## src/hw/rtl/eas_pkg.sv

```systemverilog
`timescale 1ns / 1ps
`default_nettype none

package eas_pkg;

    localparam int FRAC_BITS = 12;
    localparam int Q_W       = FRAC_BITS + 1;
    localparam int T_W       = 12;

    localparam logic [Q_W-1:0] Q_ONE     = Q_W'(1 << FRAC_BITS);
    localparam logic [Q_W-1:0] VIS_LIMIT = Q_W'(4);

    localparam logic [1:0] ANIM_NONE  = 2'd0;
    localparam logic [1:0] ANIM_LOOK  = 2'd1;
    localparam logic [1:0] ANIM_WINK  = 2'd2;
    localparam logic [1:0] ANIM_SMILE = 2'd3;

    localparam logic [31:0] LCG_MUL    = 32'd1103515245;
    localparam logic [31:0] LCG_INC    = 32'd12345;
    localparam logic [32:0] BUSY_DELAY = 33'd5000;

    localparam logic [1:0] CFG_MIN_GAP = 2'd0;
    localparam logic [1:0] CFG_MAX_GAP = 2'd1;
    localparam logic [1:0] CFG_SEED    = 2'd2;

    // shared divider geometry
    localparam int DIV_NUM_W   = 41;
    localparam int DIV_DEN_W   = 32;
    localparam int DIV_Q_W     = 31;
    localparam int DIV_CNT_W   = 5;
    localparam int DIV_LONG_N  = 31;
    localparam int DIV_SHORT_N = FRAC_BITS + 1;

    typedef struct packed {
        logic start;
        logic long_mode;
    } t_div_req;

    typedef struct packed {
        logic [T_W-1:0] t0;
        logic [T_W-1:0] t1;
    } t_span;

    function automatic logic [T_W-1:0] anim_len(input logic [1:0] kind);
        logic [T_W-1:0] len;
        case (kind)
            ANIM_LOOK:  len = T_W'(3200);
            ANIM_WINK:  len = T_W'(2600);
            ANIM_SMILE: len = T_W'(3000);
            default:    len = '0;
        endcase
        return len;
    endfunction

    function automatic t_span mk_span(input int a, input int b);
        t_span s;
        s.t0 = T_W'(a);
        s.t1 = T_W'(b);
        return s;
    endfunction

    // rising ramp windows for each animation, slot by slot
    function automatic t_span ramp_span(input logic [1:0] kind, input logic [2:0] idx,
                                        input logic [T_W-1:0] t);
        t_span s;
        s = mk_span(0, 260);
        case (idx)
            3'd0: s = mk_span(0, 260);
            3'd1: begin
                case (kind)
                    ANIM_LOOK: s = mk_span(2940, 3200);
                    ANIM_WINK: s = mk_span(2340, 2600);
                    default:   s = mk_span(2740, 3000);
                endcase
            end
            3'd2: s = mk_span(180, 420);
            3'd3: begin
                case (kind)
                    ANIM_LOOK: s = mk_span(2700, 2940);
                    ANIM_WINK: s = mk_span(2100, 2340);
                    default:   s = mk_span(1000, 1200);
                endcase
            end
            default: begin
                case (kind)
                    ANIM_LOOK: begin
                        if (t < T_W'(1150))
                            s = mk_span(700, 1150);
                        else if (t < T_W'(2050))
                            s = mk_span(1450, 2050);
                        else
                            s = mk_span(2350, 2650);
                    end
                    ANIM_WINK: begin
                        if (t < T_W'(1100))
                            s = mk_span(900, 1100);
                        else
                            s = mk_span(1260, 1460);
                    end
                    default: begin
                        if (idx == 3'd4)
                            s = mk_span(1200, 1400);
                        else
                            s = mk_span(2300, 2500);
                    end
                endcase
            end
        endcase
        return s;
    endfunction

endpackage

`default_nettype wire

```

## src/hw/rtl/eas_div.sv

```systemverilog
`timescale 1ns / 1ps
`default_nettype none

module eas_div import eas_pkg::*; (
    input  wire logic                 i_clk,
    input  wire logic                 i_rst_n,
    input  wire t_div_req             i_req,
    input  wire logic [DIV_NUM_W-1:0] i_num,
    input  wire logic [DIV_DEN_W-1:0] i_den,
    output logic                      o_busy,
    output logic [DIV_Q_W-1:0]        o_quot,
    output logic [DIV_DEN_W-1:0]      o_rem
);

    logic [DIV_CNT_W-1:0] r_cnt;
    logic [DIV_DEN_W-1:0] r_rem;
    logic [DIV_NUM_W-1:0] r_sh;
    logic [DIV_Q_W-1:0]   r_quot;
    logic [DIV_DEN_W:0]   trial;
    logic                 fits;

    // one restoring step per cycle
    assign trial = {r_rem, r_sh[DIV_NUM_W-1]};
    assign fits  = (trial >= {1'b0, i_den});

    always_ff @(posedge i_clk) begin
        if (!i_rst_n) begin
            r_cnt <= '0;
        end else if (i_req.start) begin
            r_cnt <= i_req.long_mode ? DIV_CNT_W'(DIV_LONG_N) : DIV_CNT_W'(DIV_SHORT_N);
        end else if (r_cnt != '0) begin
            r_cnt <= r_cnt - 1'b1;
        end
    end

    always_ff @(posedge i_clk) begin
        if (i_req.start) begin
            r_quot <= '0;
            if (i_req.long_mode) begin
                r_rem <= '0;
                r_sh  <= {i_num[DIV_LONG_N-1:0], (DIV_NUM_W-DIV_LONG_N)'(0)};
            end else begin
                // quotient fits in the short step count, so the top bits start the remainder
                r_rem <= DIV_DEN_W'(i_num[DIV_NUM_W-1:DIV_SHORT_N]);
                r_sh  <= {i_num[DIV_SHORT_N-1:0], (DIV_NUM_W-DIV_SHORT_N)'(0)};
            end
        end else if (r_cnt != '0) begin
            r_rem  <= fits ? DIV_DEN_W'(trial - {1'b0, i_den}) : DIV_DEN_W'(trial);
            r_sh   <= {r_sh[DIV_NUM_W-2:0], 1'b0};
            r_quot <= {r_quot[DIV_Q_W-2:0], fits};
        end
    end

    assign o_busy = (r_cnt != '0);
    assign o_quot = r_quot;
    assign o_rem  = r_rem;

endmodule

`default_nettype wire

```

## src/hw/rtl/eye_animation_sequencer.sv

```systemverilog
`timescale 1ns / 1ps
`default_nettype none

// channel   direction  handshake                    payload
// tick in   in         i_in_valid / o_in_ready      i_now_ms, i_restart, i_trigger, i_busy_req
// frame out out        o_out_valid / i_out_ready    o_active .. o_presence
// config    in         i_cfg_valid / o_cfg_ready    i_cfg_index, i_cfg_data
//
// one tick at a time: when nothing runs, a tick passes the restart, trigger, schedule and frame
// states to the output state, which stores the frame once there is room; a drawn frame has six
// ramp slots, set directly when saturated or by four shared-multiplier multiplies and 13 divider
// steps inside the ramp, then three more multiplies; a gap draw adds 31 divider steps (modulo).
// synchronous active-low reset; state returns to no animation, seed one.
// a finished frame waits in the output register; a new tick is taken once it is stored.

module eye_animation_sequencer import eas_pkg::*; (
    input  wire logic               i_clk,
    input  wire logic               i_rst_n,
    input  wire logic               i_in_valid,
    output logic                    o_in_ready,
    input  wire logic [31:0]        i_now_ms,
    input  wire logic               i_restart,
    input  wire logic               i_trigger,
    input  wire logic               i_busy_req,
    output logic                    o_out_valid,
    input  wire logic               i_out_ready,
    output logic                    o_active,
    output logic                    o_visible,
    output logic [1:0]              o_anim_kind,
    output logic [12:0]             o_open_left,
    output logic [12:0]             o_open_right,
    output logic signed [13:0]      o_gaze,
    output logic [12:0]             o_smile_amount,
    output logic [12:0]             o_presence,
    input  wire logic               i_cfg_valid,
    output logic                    o_cfg_ready,
    input  wire logic [1:0]         i_cfg_index,
    input  wire logic [31:0]        i_cfg_data
);

    localparam logic [4:0] ST_IDLE    = 5'd0;
    localparam logic [4:0] ST_RESTART = 5'd1;
    localparam logic [4:0] ST_TRIG    = 5'd2;
    localparam logic [4:0] ST_SCHED   = 5'd3;
    localparam logic [4:0] ST_DRAW    = 5'd4;
    localparam logic [4:0] ST_DIVGO   = 5'd5;
    localparam logic [4:0] ST_DIVWAIT = 5'd6;
    localparam logic [4:0] ST_FRAME   = 5'd7;
    localparam logic [4:0] ST_RSET    = 5'd8;
    localparam logic [4:0] ST_RM1     = 5'd9;
    localparam logic [4:0] ST_RM2     = 5'd10;
    localparam logic [4:0] ST_RM3     = 5'd11;
    localparam logic [4:0] ST_RM4     = 5'd12;
    localparam logic [4:0] ST_RDIV    = 5'd13;
    localparam logic [4:0] ST_RWAIT   = 5'd14;
    localparam logic [4:0] ST_C0      = 5'd15;
    localparam logic [4:0] ST_C1      = 5'd16;
    localparam logic [4:0] ST_C2      = 5'd17;
    localparam logic [4:0] ST_OUT     = 5'd18;

    localparam logic [2:0] LAST_RAMP = 3'd5;

    logic [4:0]  r_state;
    logic [4:0]  r_ret;
    logic        r_pick;

    logic [21:0] r_min;
    logic [21:0] r_max;
    logic [31:0] r_seed;

    logic [1:0]  r_cur;
    logic [1:0]  r_last;
    logic [31:0] r_start;
    logic [32:0] r_due;
    logic [31:0] r_rng;

    logic [31:0] r_now;
    logic        r_restart;
    logic        r_trigger;
    logic        r_busy;

    logic [T_W-1:0]   r_t;
    logic [2:0]       r_ri;
    logic [9:0]       r_n;
    logic [9:0]       r_d;
    logic [27:0]      r_pa;
    logic [27:0]      r_pe;
    logic [Q_W-1:0]   r_rv [0:5];
    logic [Q_W-1:0]   r_pr;
    logic [Q_W-1:0]   r_ol;
    logic [Q_W-1:0]   r_x;

    logic             r_ov;
    logic             r_o_active;
    logic             r_o_visible;
    logic [1:0]       r_o_kind;
    logic [Q_W-1:0]   r_o_ol;
    logic [Q_W-1:0]   r_o_or;
    logic [13:0]      r_o_gaze;
    logic [Q_W-1:0]   r_o_sm;
    logic [Q_W-1:0]   r_o_pr;

    // shared multiplier
    logic [31:0] mul_a;
    logic [31:0] mul_b;
    logic [63:0] mul_p;
    logic [24:0] qsum;
    logic [Q_W-1:0] qres;

    t_div_req             div_req;
    logic [DIV_NUM_W-1:0] div_num;
    logic [DIV_DEN_W-1:0] div_den;
    logic                 div_busy;
    logic [DIV_Q_W-1:0]   div_quot;
    logic [DIV_DEN_W-1:0] div_rem;

    logic [22:0]    gap_den;
    logic [31:0]    elapsed;
    logic [T_W-1:0] cur_len;
    logic [1:0]     next_anim;
    logic [1:0]     pick;
    t_span          span;
    logic [10:0]    cubic_b;
    logic [Q_W-1:0] wk;
    logic [13:0]    gaze_v;
    logic           frame_go;

    // remainder by three from base-four digit sums, since four is one modulo three
    function automatic logic [1:0] mod3(input logic [30:0] x);
        logic [5:0] s;
        logic [3:0] u;
        logic [2:0] v;
        logic [1:0] m;
        s = 6'(x[30]);
        for (int k = 0; k < 15; k++)
            s = s + 6'(x[2*k +: 2]);
        u = 4'(s[1:0]) + 4'(s[3:2]) + 4'(s[5:4]);
        v = 3'(u[1:0]) + 3'(u[3:2]);
        case (v)
            3'd1, 3'd4: m = 2'd1;
            3'd2, 3'd5: m = 2'd2;
            default:    m = 2'd0;
        endcase
        return m;
    endfunction

    eas_div u_div (
        .i_clk   (i_clk),
        .i_rst_n (i_rst_n),
        .i_req   (div_req),
        .i_num   (div_num),
        .i_den   (div_den),
        .o_busy  (div_busy),
        .o_quot  (div_quot),
        .o_rem   (div_rem)
    );

    assign o_in_ready  = (r_state == ST_IDLE);
    assign o_cfg_ready = 1'b1;

    assign gap_den   = (r_max >= r_min) ? ({1'b0, r_max} - {1'b0, r_min} + 23'd1) : 23'd1;
    assign elapsed   = r_now - r_start;
    assign cur_len   = anim_len(r_cur);
    assign next_anim = (r_last == ANIM_SMILE) ? ANIM_LOOK : r_last + 2'd1;
    assign pick      = 2'd1 + mod3(r_rng[31:1]);
    assign span      = ramp_span(r_cur, r_ri, r_t);
    assign cubic_b   = {r_d, 1'b0} + {1'b0, r_d} - {r_n, 1'b0};
    assign frame_go  = (!r_ov || i_out_ready);

    // wink closes the right eye in the middle of the animation
    always_comb begin
        if (r_t >= T_W'(900) && r_t < T_W'(1100))
            wk = Q_ONE - r_rv[4];
        else if (r_t >= T_W'(1100) && r_t < T_W'(1260))
            wk = '0;
        else if (r_t >= T_W'(1260) && r_t < T_W'(1460))
            wk = r_rv[4];
        else
            wk = Q_ONE;
    end

    always_comb begin
        if (r_t < T_W'(1150))
            gaze_v = 14'd0 - {1'b0, r_rv[4]};
        else if (r_t < T_W'(1450))
            gaze_v = 14'd0 - {1'b0, Q_ONE};
        else if (r_t < T_W'(2050))
            gaze_v = {r_rv[4], 1'b0} - {1'b0, Q_ONE};
        else if (r_t < T_W'(2350))
            gaze_v = {1'b0, Q_ONE};
        else
            gaze_v = {1'b0, Q_ONE - r_rv[4]};
    end

    always_comb begin
        mul_a = '0;
        mul_b = '0;
        case (r_state)
            ST_DRAW: begin
                mul_a = r_rng;
                mul_b = LCG_MUL;
            end
            ST_RM1: begin
                mul_a = 32'(r_n);
                mul_b = 32'(r_n);
            end
            ST_RM2: begin
                mul_a = 32'(r_pa);
                mul_b = 32'(cubic_b);
            end
            ST_RM3: begin
                mul_a = 32'(r_d);
                mul_b = 32'(r_d);
            end
            ST_RM4: begin
                mul_a = 32'(r_pe);
                mul_b = 32'(r_d);
            end
            ST_C0: begin
                mul_a = 32'(r_rv[0]);
                mul_b = 32'(Q_ONE - r_rv[1]);
            end
            ST_C1: begin
                mul_a = 32'(r_rv[2]);
                mul_b = 32'(Q_ONE - r_rv[3]);
            end
            ST_C2: begin
                mul_a = (r_cur == ANIM_WINK) ? 32'(r_ol) : 32'(r_rv[4]);
                mul_b = (r_cur == ANIM_WINK) ? 32'(wk) : 32'(Q_ONE - r_rv[5]);
            end
            default: begin
                mul_a = '0;
                mul_b = '0;
            end
        endcase
    end

    assign mul_p = mul_a * mul_b;
    assign qsum  = mul_p[24:0] + 25'(1 << (FRAC_BITS - 1));
    assign qres  = qsum[24:FRAC_BITS];

    // the divisor is held for the whole division, not only at its start
    always_comb begin
        div_req.start     = (r_state == ST_DIVGO && !r_pick) || (r_state == ST_RDIV);
        div_req.long_mode = (r_state == ST_DIVGO);
        if (r_state == ST_DIVGO || r_state == ST_DIVWAIT) begin
            div_num = DIV_NUM_W'(r_rng[31:1]);
            div_den = DIV_DEN_W'(gap_den);
        end else begin
            div_num = {r_pa, FRAC_BITS'(0)} + DIV_NUM_W'(r_pe[27:1]);
            div_den = DIV_DEN_W'(r_pe);
        end
    end

    always_ff @(posedge i_clk) begin
        if (!i_rst_n) begin
            r_min  <= 22'd20000;
            r_max  <= 22'd60000;
            r_seed <= 32'd1;
        end else if (i_cfg_valid) begin
            case (i_cfg_index)
                CFG_MIN_GAP: r_min  <= i_cfg_data[21:0];
                CFG_MAX_GAP: r_max  <= i_cfg_data[21:0];
                CFG_SEED:    r_seed <= i_cfg_data;
                default:     ;
            endcase
        end
    end

    always_ff @(posedge i_clk) begin
        if (!i_rst_n) begin
            r_ov <= 1'b0;
        end else if (r_state == ST_OUT && frame_go) begin
            r_ov <= 1'b1;
        end else if (i_out_ready) begin
            r_ov <= 1'b0;
        end
    end

    always_ff @(posedge i_clk) begin
        if (!i_rst_n) begin
            r_state <= ST_IDLE;
            r_ret   <= ST_IDLE;
            r_pick  <= 1'b0;
            r_cur   <= ANIM_NONE;
            r_last  <= ANIM_NONE;
            r_start <= '0;
            r_due   <= '0;
            r_rng   <= 32'd1;
        end else begin
            case (r_state)
                ST_IDLE: begin
                    if (i_in_valid) begin
                        r_now     <= i_now_ms;
                        r_restart <= i_restart;
                        r_trigger <= i_trigger;
                        r_busy    <= i_busy_req;
                        r_state   <= ST_RESTART;
                    end
                end
                ST_RESTART: begin
                    if (r_restart) begin
                        r_cur   <= ANIM_NONE;
                        r_last  <= ANIM_NONE;
                        r_start <= '0;
                        r_rng   <= r_seed | 32'd1;
                        r_pick  <= 1'b0;
                        r_ret   <= ST_TRIG;
                        r_state <= ST_DRAW;
                    end else begin
                        r_state <= ST_TRIG;
                    end
                end
                ST_TRIG: begin
                    if (r_trigger) begin
                        r_cur   <= next_anim;
                        r_last  <= next_anim;
                        r_start <= r_now;
                    end
                    r_state <= ST_SCHED;
                end
                ST_SCHED: begin
                    r_state <= ST_FRAME;
                    if (r_cur != ANIM_NONE) begin
                        if (r_now >= r_start && elapsed >= 32'(cur_len)) begin
                            r_cur   <= ANIM_NONE;
                            r_pick  <= 1'b0;
                            r_ret   <= ST_FRAME;
                            r_state <= ST_DRAW;
                        end
                    end else if ({1'b0, r_now} >= r_due) begin
                        if (r_busy) begin
                            r_due <= {1'b0, r_now} + BUSY_DELAY;
                        end else begin
                            r_pick  <= 1'b1;
                            r_state <= ST_DRAW;
                        end
                    end
                end
                ST_DRAW: begin
                    r_rng   <= mul_p[31:0] + LCG_INC;
                    r_state <= ST_DIVGO;
                end
                ST_DIVGO: begin
                    if (!r_pick) begin
                        r_state <= ST_DIVWAIT;
                    end else if (pick == r_last) begin
                        r_state <= ST_DRAW;
                    end else begin
                        r_cur   <= pick;
                        r_last  <= pick;
                        r_start <= r_now;
                        r_state <= ST_FRAME;
                    end
                end
                ST_DIVWAIT: begin
                    if (!div_busy) begin
                        r_due   <= {1'b0, r_now} + 33'(r_min) + 33'(div_rem);
                        r_state <= r_ret;
                    end
                end
                ST_FRAME: begin
                    r_ri <= '0;
                    if (r_now < r_start)
                        r_t <= '0;
                    else if (elapsed > 32'(cur_len))
                        r_t <= cur_len;
                    else
                        r_t <= elapsed[T_W-1:0];
                    r_state <= (r_cur == ANIM_NONE) ? ST_OUT : ST_RSET;
                end
                ST_RSET: begin
                    r_n <= 10'(r_t - span.t0);
                    r_d <= 10'(span.t1 - span.t0);
                    if (r_t <= span.t0 || r_t >= span.t1) begin
                        r_rv[r_ri] <= (r_t <= span.t0) ? '0 : Q_ONE;
                        r_ri       <= r_ri + 3'd1;
                        r_state    <= (r_ri == LAST_RAMP) ? ST_C0 : ST_RSET;
                    end else begin
                        r_state <= ST_RM1;
                    end
                end
                ST_RM1: begin
                    r_pa    <= mul_p[27:0];
                    r_state <= ST_RM2;
                end
                ST_RM2: begin
                    r_pa    <= mul_p[27:0];
                    r_state <= ST_RM3;
                end
                ST_RM3: begin
                    r_pe    <= mul_p[27:0];
                    r_state <= ST_RM4;
                end
                ST_RM4: begin
                    r_pe    <= mul_p[27:0];
                    r_state <= ST_RDIV;
                end
                ST_RDIV: begin
                    r_state <= ST_RWAIT;
                end
                ST_RWAIT: begin
                    if (!div_busy) begin
                        r_rv[r_ri] <= div_quot[Q_W-1:0];
                        r_ri       <= r_ri + 3'd1;
                        r_state    <= (r_ri == LAST_RAMP) ? ST_C0 : ST_RSET;
                    end
                end
                ST_C0: begin
                    r_pr    <= qres;
                    r_state <= ST_C1;
                end
                ST_C1: begin
                    r_ol    <= qres;
                    r_state <= ST_C2;
                end
                ST_C2: begin
                    r_x     <= qres;
                    r_state <= ST_OUT;
                end
                ST_OUT: begin
                    if (frame_go) begin
                        r_state <= ST_IDLE;
                    end
                end
                default: begin
                    r_state <= ST_IDLE;
                end
            endcase
        end
    end

    // output payload, zero on an idle tick
    always_ff @(posedge i_clk) begin
        if (r_state == ST_OUT && frame_go) begin
            if (r_cur == ANIM_NONE) begin
                r_o_active  <= 1'b0;
                r_o_visible <= 1'b0;
                r_o_kind    <= ANIM_NONE;
                r_o_ol      <= '0;
                r_o_or      <= '0;
                r_o_gaze    <= '0;
                r_o_sm      <= '0;
                r_o_pr      <= '0;
            end else begin
                r_o_active  <= 1'b1;
                r_o_visible <= (r_pr > VIS_LIMIT);
                r_o_kind    <= r_cur;
                r_o_ol      <= r_ol;
                r_o_or      <= (r_cur == ANIM_WINK) ? r_x : r_ol;
                r_o_gaze    <= (r_cur == ANIM_LOOK) ? gaze_v : '0;
                r_o_sm      <= (r_cur == ANIM_SMILE) ? r_x : '0;
                r_o_pr      <= r_pr;
            end
        end
    end

    assign o_out_valid    = r_ov;
    assign o_active       = r_o_active;
    assign o_visible      = r_o_visible;
    assign o_anim_kind    = r_o_kind;
    assign o_open_left    = r_o_ol;
    assign o_open_right   = r_o_or;
    assign o_gaze         = signed'(r_o_gaze);
    assign o_smile_amount = r_o_sm;
    assign o_presence     = r_o_pr;

`ifndef SYNTHESIS
    a_one_tick_at_a_time: assert property (@(posedge i_clk) disable iff (!i_rst_n)
        (i_in_valid && o_in_ready) |=> !o_in_ready)
        else $error("tick taken while another is in flight");

    a_running_is_last: assert property (@(posedge i_clk) disable iff (!i_rst_n)
        (r_cur != ANIM_NONE) |-> (r_last == r_cur))
        else $error("running animation differs from last animation");

    a_idle_frame_blank: assert property (@(posedge i_clk) disable iff (!i_rst_n)
        (o_out_valid && !o_active) |-> (o_presence == '0 && o_anim_kind == ANIM_NONE))
        else $error("idle frame carries content");

    a_active_has_kind: assert property (@(posedge i_clk) disable iff (!i_rst_n)
        (o_out_valid && o_active) |-> (o_anim_kind != ANIM_NONE))
        else $error("active frame without animation kind");

    a_div_done_before_use: assert property (@(posedge i_clk) disable iff (!i_rst_n)
        ((r_state == ST_DIVGO && !r_pick) || r_state == ST_RDIV) |=> div_busy)
        else $error("divider did not start");
`endif

endmodule

`default_nettype wire

```

## config.mk

```make
export PLATFORM = sky130hd
export DESIGN_NAME = eye_animation_sequencer
export DESIGN_NICKNAME = d
export VERILOG_FILES = /design/src/hw/rtl/eas_pkg.sv /design/src/hw/rtl/eas_div.sv /design/src/hw/rtl/eye_animation_sequencer.sv
export SDC_FILE = /design/constraint.sdc
export NUM_CORES = 2
export LEC_CHECK = 0
export BUFFER_PORTS_ARGS = -buffer_cell sky130_fd_sc_hd__buf_2
export CAP_MARGIN = 5
export CORE_MARGIN = 5
export CORE_UTILIZATION = 30
export DETAILED_ROUTE_END_ITERATION = 12
export PLACE_DENSITY = 0.55
export SYNTH_ARGS = -nofsm -noshare
export SYNTH_HDL_FRONTEND = slang
export SYNTH_SLANG_ARGS = --single-unit
```

## constraint.sdc

```tcl
create_clock -name i_clk -period 10.52 [get_ports i_clk]
set_input_delay 0.526 -clock i_clk [delete_from_list [all_inputs] [get_ports i_clk]]
set_output_delay 0.526 -clock i_clk [all_outputs]
set_load 0.1 [all_outputs]
```

* Yosys cells after proc, flatten, opt, wreduce, memory -nomap -nowiden
Memories as Yosys holds them, arrays and structs flattened.
Cells that the tools add are included.
** Storage, ports and cells
- Flip-flop bits (word level) :: 515
- RAM bits :: 78
- Logic and storage cells :: 304
- Memories :: 1
** Memory list
- r_rv :: depth 6, bits a word 13, read ports 6, clocked after Yosys merged registers in 0, write ports 1, line eye_animation_sequencer.sv:88 : logic [Q_W-1:0] r_rv [0:5];
** Cells by class
- Add/sub/neg operators :: 42
- $mul :: 1
- $lt $le $gt $ge :: 20
- Eq/ne operators :: 51
- Muxes and demuxes :: 98
- Bitwise gates (word level) :: 3
- Reduce and logical (&&, ||, !) cells :: 51
** Operators with widths (count)
- $mux W32 :: 9
- $pmux W32 S8 :: 1
- $pmux W32 S7 :: 1
- $mux W41 :: 4
- $mux W33 :: 4
- $mux W13 :: 8
- $pmux W24 S2 :: 2
- $pmux W24 S4 :: 1
- $pmux W32 S3 :: 1
- $pmux W5 S19 :: 1
- $mux W24 :: 3
- $add A6 B2 Y6 :: 11
- $pmux W33 S2 :: 1
- $pmux W32 S2 :: 1
- $lt A12 B11 Y1 const B :: 5
- $mux W5 :: 12
- $mux W28 :: 2
- $mux W23 :: 2
- $pmux W22 S2 :: 1
- $mux W14 :: 3
- $sub A13 B13 Y14 const A :: 3
- $add A40 B27 Y41 :: 1
- $eq A5 B4 Y1 const B :: 8
- $pmux W12 S3 :: 1
- other kinds (78) :: 180

* Depth between registers and ports, before layout
- Depth in word-level cells :: 26
- Mapped depth :: 44
- Gate-level depth less buffers :: 43

* By module
A second synthesis with hierarchy kept.
** Unflattened totals
- Cells, all modules :: 5865
- Area total of the unflattened synthesis :: 53570.1 um^2
** By module, submodules not included
- eye_animation_sequencer :: times used 1, cells an instance 5201, area each 47456.8 um^2, seq. area each 13072.5 um^2
- eas_div :: times used 1, cells an instance 664, area each 6113.4 um^2, seq. area each 2612.5 um^2

* Worst setup path before layout
No wires, ideal clock.
- Path kind :: register to register
- Start point :: register r_t[3]
- End point :: register r_rng[31]
- Setup time :: 128 ps
- Data arrival time :: 10418 ps
- Slack :: -26 ps
- Cell stages (with the launch flop) :: 42
- Buffers on the path :: 3
- Cells stage by stage :: edfxtp_1 -> or2_1 -> or4_4 -> a32oi_1 -> buf_4 -> clkbuf_1 -> nor2_1 -> o21ai_0 -> o21ai_0 -> a21oi_1 -> nor2_1 -> a2111oi_2 -> clkbuf_1 -> nor2_1 -> fa_1 -> inv_1 -> fa_1 -> fa_1 -> (+6 left out) -> fa_1 -> inv_1 -> fa_1 -> inv_1 -> ha_1 -> or2_2 -> a211oi_1 -> nor2_1 -> a2111oi_0 -> o31ai_1 -> a21oi_1 -> nor2b_1 -> o31a_1 -> nor2_1 -> xnor3_1 -> a21o_1 -> a31oi_1 -> nor2_1
** On the way
- Word-level cells in the longest chain between the ends :: 10
** Ends and longest elaborated chain
- start: declaration :: line eye_animation_sequencer.sv:82 : logic [T_W-1:0] r_t;
- start signal: assignment :: line eye_animation_sequencer.sv:367 : r_t <= cur_len;
- start signal: assignment :: line eye_animation_sequencer.sv:369 : r_t <= elapsed[T_W-1:0];
- $ge A12 B11 Y1 / $lt A12 B11 Y1 (equally long branches) :: line eye_animation_sequencer.sv:176 : else if (r_t >= T_W'(1260) && r_t < T_W'(1460))
- $logic_and A1 B1 Y1 :: line eye_animation_sequencer.sv:176
- $mux W13 :: line eye_animation_sequencer.sv:176
- $mux W13 :: line eye_animation_sequencer.sv:174 : else if (r_t >= T_W'(1100) && r_t < T_W'(1260))
- $mux W13 * :: line eye_animation_sequencer.sv:172 : if (r_t >= T_W'(900) && r_t < T_W'(1100))
- $mux W32 * :: line eye_animation_sequencer.sv:229 : mul_b = (r_cur == ANIM_WINK) ? 32'(wk) : 32'(Q_ONE - r_rv[5]);
- $pmux W32 S7 * :: line eye_animation_sequencer.sv:198 : case (r_state)
- $mul A32 B32 Y32 * :: line eye_animation_sequencer.sv:238 : assign mul_p = mul_a * mul_b;
- $add A32 B14 Y32 * :: line eye_animation_sequencer.sv:341 : r_rng <= mul_p[31:0] + LCG_INC;
- $pmux W32 S2 * :: line eye_animation_sequencer.sv:291 : case (r_state)
- end signal: assignment :: line eye_animation_sequencer.sv:306 : r_rng <= r_seed | 32'd1;
- end signal: assignment :: line eye_animation_sequencer.sv:341
- end: declaration :: line eye_animation_sequencer.sv:75 : logic [31:0] r_rng;
Mark *: on every way between the ends. The rest lies on a longest branch, timed or not.
A chain may end at the register's enable or synchronous reset.

==> reports/qor.txt <==
Period utilization: 97.2%
Drt wl/cell: 21.4 um
Setup crit start kind: flop
FF-to-FF Start: r_rv[4][1]
CP max FO: 12
Min-delay src: i_now_ms[31]
Post-synth top flop: edfxtp_1
ANT nets after route: 0
Reg clk slew, reported paths: 0.06 ns
Yosys cell types: 92
Row count: 152
Clock Latency Late Sink: 0.67 ns
Setup-failing EPs final: 0
Critical path required time: 11.05 ns
Max-slew headroom: 23.5%
GR Util All Layers: 19.5%
Number of CTS-inserted buffers: 69
Top cells by area, synth: edfxtp_1 (22%), fa_1 (18%), ha_1 (9.6%), dfxtp_1 (7.8%), inv_1 (5.5%)
Global-route wire length before repair: 268 mm
Fin nets: 6931
Initial Util: 30.2%
Max Cap Viol: 0
H-tree depth: 3
Leakage dissipation: 25.5 nW
Die height: 426 um
Post-place instance area: 57500 um2
Last weighted congestion value of the routability-driven placer: 0.952
CP Data Arrival Time: 10.75 ns
Max Buffers Root-to-Sink: 3
Sequential-to-total area share from yosys stat: 29.5%
Filler instances: 17500
Die Area: 182000 um2
Initial antenna violation count: 13
Final Cell Area: 60500 um2
Largest net degree at the start of global routing: 90
Worst hold path type: input pin to flop
Synth area leader: edfxtp_1
Cells after synthesis: 5629
Critical Path Max Stage Delay: 0.55 ns
PD cells: 168 nW/um2
Transition time of the tightest slew-check pin: 1.15 ns
RSZ-0062 raised after global routing: yes
Most frequent cells in the layout: inv_1 (757), nand2_1 (571), nor2_1 (507), fa_1 (468), ha_1 (394)
EDFF count, synth: 375
Pins Over Slew Limit: 0
IO Port Bufs: 145
Hpwl dp: 144 mm
Starting DRT DRC Count: 3845
Post-layout util: 35.2%
Share of the synthesized area in the top cell type: 21.6%
First drt pass iteration count: 6
YS warnings: 0
Most frequent CP cell: fa_1
CORE AREA: 172000 um2
Congestion Overflow GR: 0
Status: finished, final reports clean
Most common cell after layout, fill and taps aside: inv_1
DRC: 0
Layout cells sized above 1: 12.2%
Fin. Hold Viols: 0
Clock Skew: 0.0378 ns
Async SR Flop Fraction: 0%
Clock period minus worst slack: 10.22 ns
Max Freq: 97.8 MHz
Vias in the first global route: 41400
CP startpoint: r_rv[4][1]
CTS root buf: clkbuf_16
VDD IR max: 0.000200 V
CP Class: flop to flop
Crit. End Element: flop
Mean Syn Cell Area: 9.24 um2
Vias per cell: 5.04
Via total after detailed routing: 42100
Slowest cell on the critical path: fa_1
Io pins: 147
Post-Route WL: 179 mm
Clk sinks: 578
Synthesized flop and latch total: 578
Synth Cell Area: 52000 um2
P&R area growth vs syn: 16.3%
Chip Width: 426 um
CTS tree: done
sequential cells by signal (all words and copies together) (netlist names), 14 cells and up:
register     cells
r_rv            78
u_div.r_sh      31
r_due           33
r_pa            28
r_pe            28
o_gaze          14
r_seed          31
r_rng           32
u_div.o_rem     32
r_now           32
r_start         32
r_max           22
r_min           22
power by group:
part	switching (mW)	internal, mW
combinational	2.66	1.83
sequential	0.306	2.81
clock	1.09	1.47
total	4.05	6.10
final timing paths:
path	endpoint	slack [ns]	cells past startpoint
worst max-delay path	r_rng[31]	0.30	36
worst min-delay path	r_now[31]	0.04	1
worst max register to register	r_rng[31]	0.30	36
worst min register to register	r_due[8]	0.45	2
repair_timing:
| item | 4_1_cts | 5_1_grt |
|---|---|---|
| endpoints found under the hold margin | 18 | 1 |
| endpoints found under the setup margin | 6 | 25 |
| hold buffers | 18 | 1 |
| setup buffers | 1 | 8 |
| gates resized for setup | 10 | 78 |
| pin swaps | 3 | 55 |
area by class of cell:
cell class,count,area [um2],area share (%)
Clock buffer,79,1870,3.09
Clock inverter,45,515,0.852
Multi-Input combinational cell,4096,33600,55.6
Antenna cell,4,10.0,0.0165
Timing Repair Buffer,472,3390,5.60
Tap cell,2310,2890,4.78
Inverter,764,2870,4.75
Sequential cell,578,15300,25.3
cells in the mapped netlist (91+ instances only):
cell      instances
a21oi_1         323
clkbuf_1        176
dfxtp_1         203
edfxtp_1        375
fa_1            478
ha_1            398
inv_1           763
nand2_1         573
nand2b_1        114
nor2_1          521
nor3_1           91
o21ai_0         211
xnor2_1         198
xor2_1          108
cell families (layout without fill, tap and decap cells):
group	count (synthesis)	in the layout	share of synthesized area, %
AO/OA/AOI/OAI	1115	1115	14.0
multiplexers	39	39	0.753
buffers and inverters	972	1360	7.08
flip-flops	578	578	29.5
adder cells (fa/ha/maj)	876	876	28.0
other	2	23	0.0144
XOR/XNOR	308	308	5.24
AND/OR/NAND/NOR	1739	1739	15.5
per-stage QoR:
| step | setup slack (ns) | std cells | hold slack [ns] | TNS, ns | power [mW] |
|---|---|---|---|---|---|
| floorplan | 0.0869 | 5646 | 0.432 | 0 | 6.31 |
| global placement | -0.104 | 8192 | 0.442 | -0.137 | 7.51 |
| detailed placement | -0.141 | 8192 | 0.445 | -0.236 | 7.57 |
| CTS | 0.00796 | 8335 | 0.00176 | 0 | 10.2 |
| global route | -0.108 | 8344 | 0.00216 | -0.634 | 10.8 |
| finish | 0.297 | 8348 | 0.0421 | 0 | 10.2 |
layer usage:
layer | wire (um) | GRT usage (%)
met5 | 34 | 0
met4 | 3770 | 3.95
met3 | 13500 | 3.59
met2 | 80400 | 30.7
met1 | 81300 | 27.9
worst max-delay path, delay by kind of cell (launching register included):
family | cells | cell delay, ns
xor gates and xnor gates | 10 | 2.20
and+or+nand+nor | 7 | 1.73
buffers and inverters | 5 | 0.74
adders and majority gates | 9 | 4.14
DFF | 1 | 0.41
AOI/OAI and AO/OA | 5 | 0.86
No activity file was read; power rests on OpenSTA's default activity.
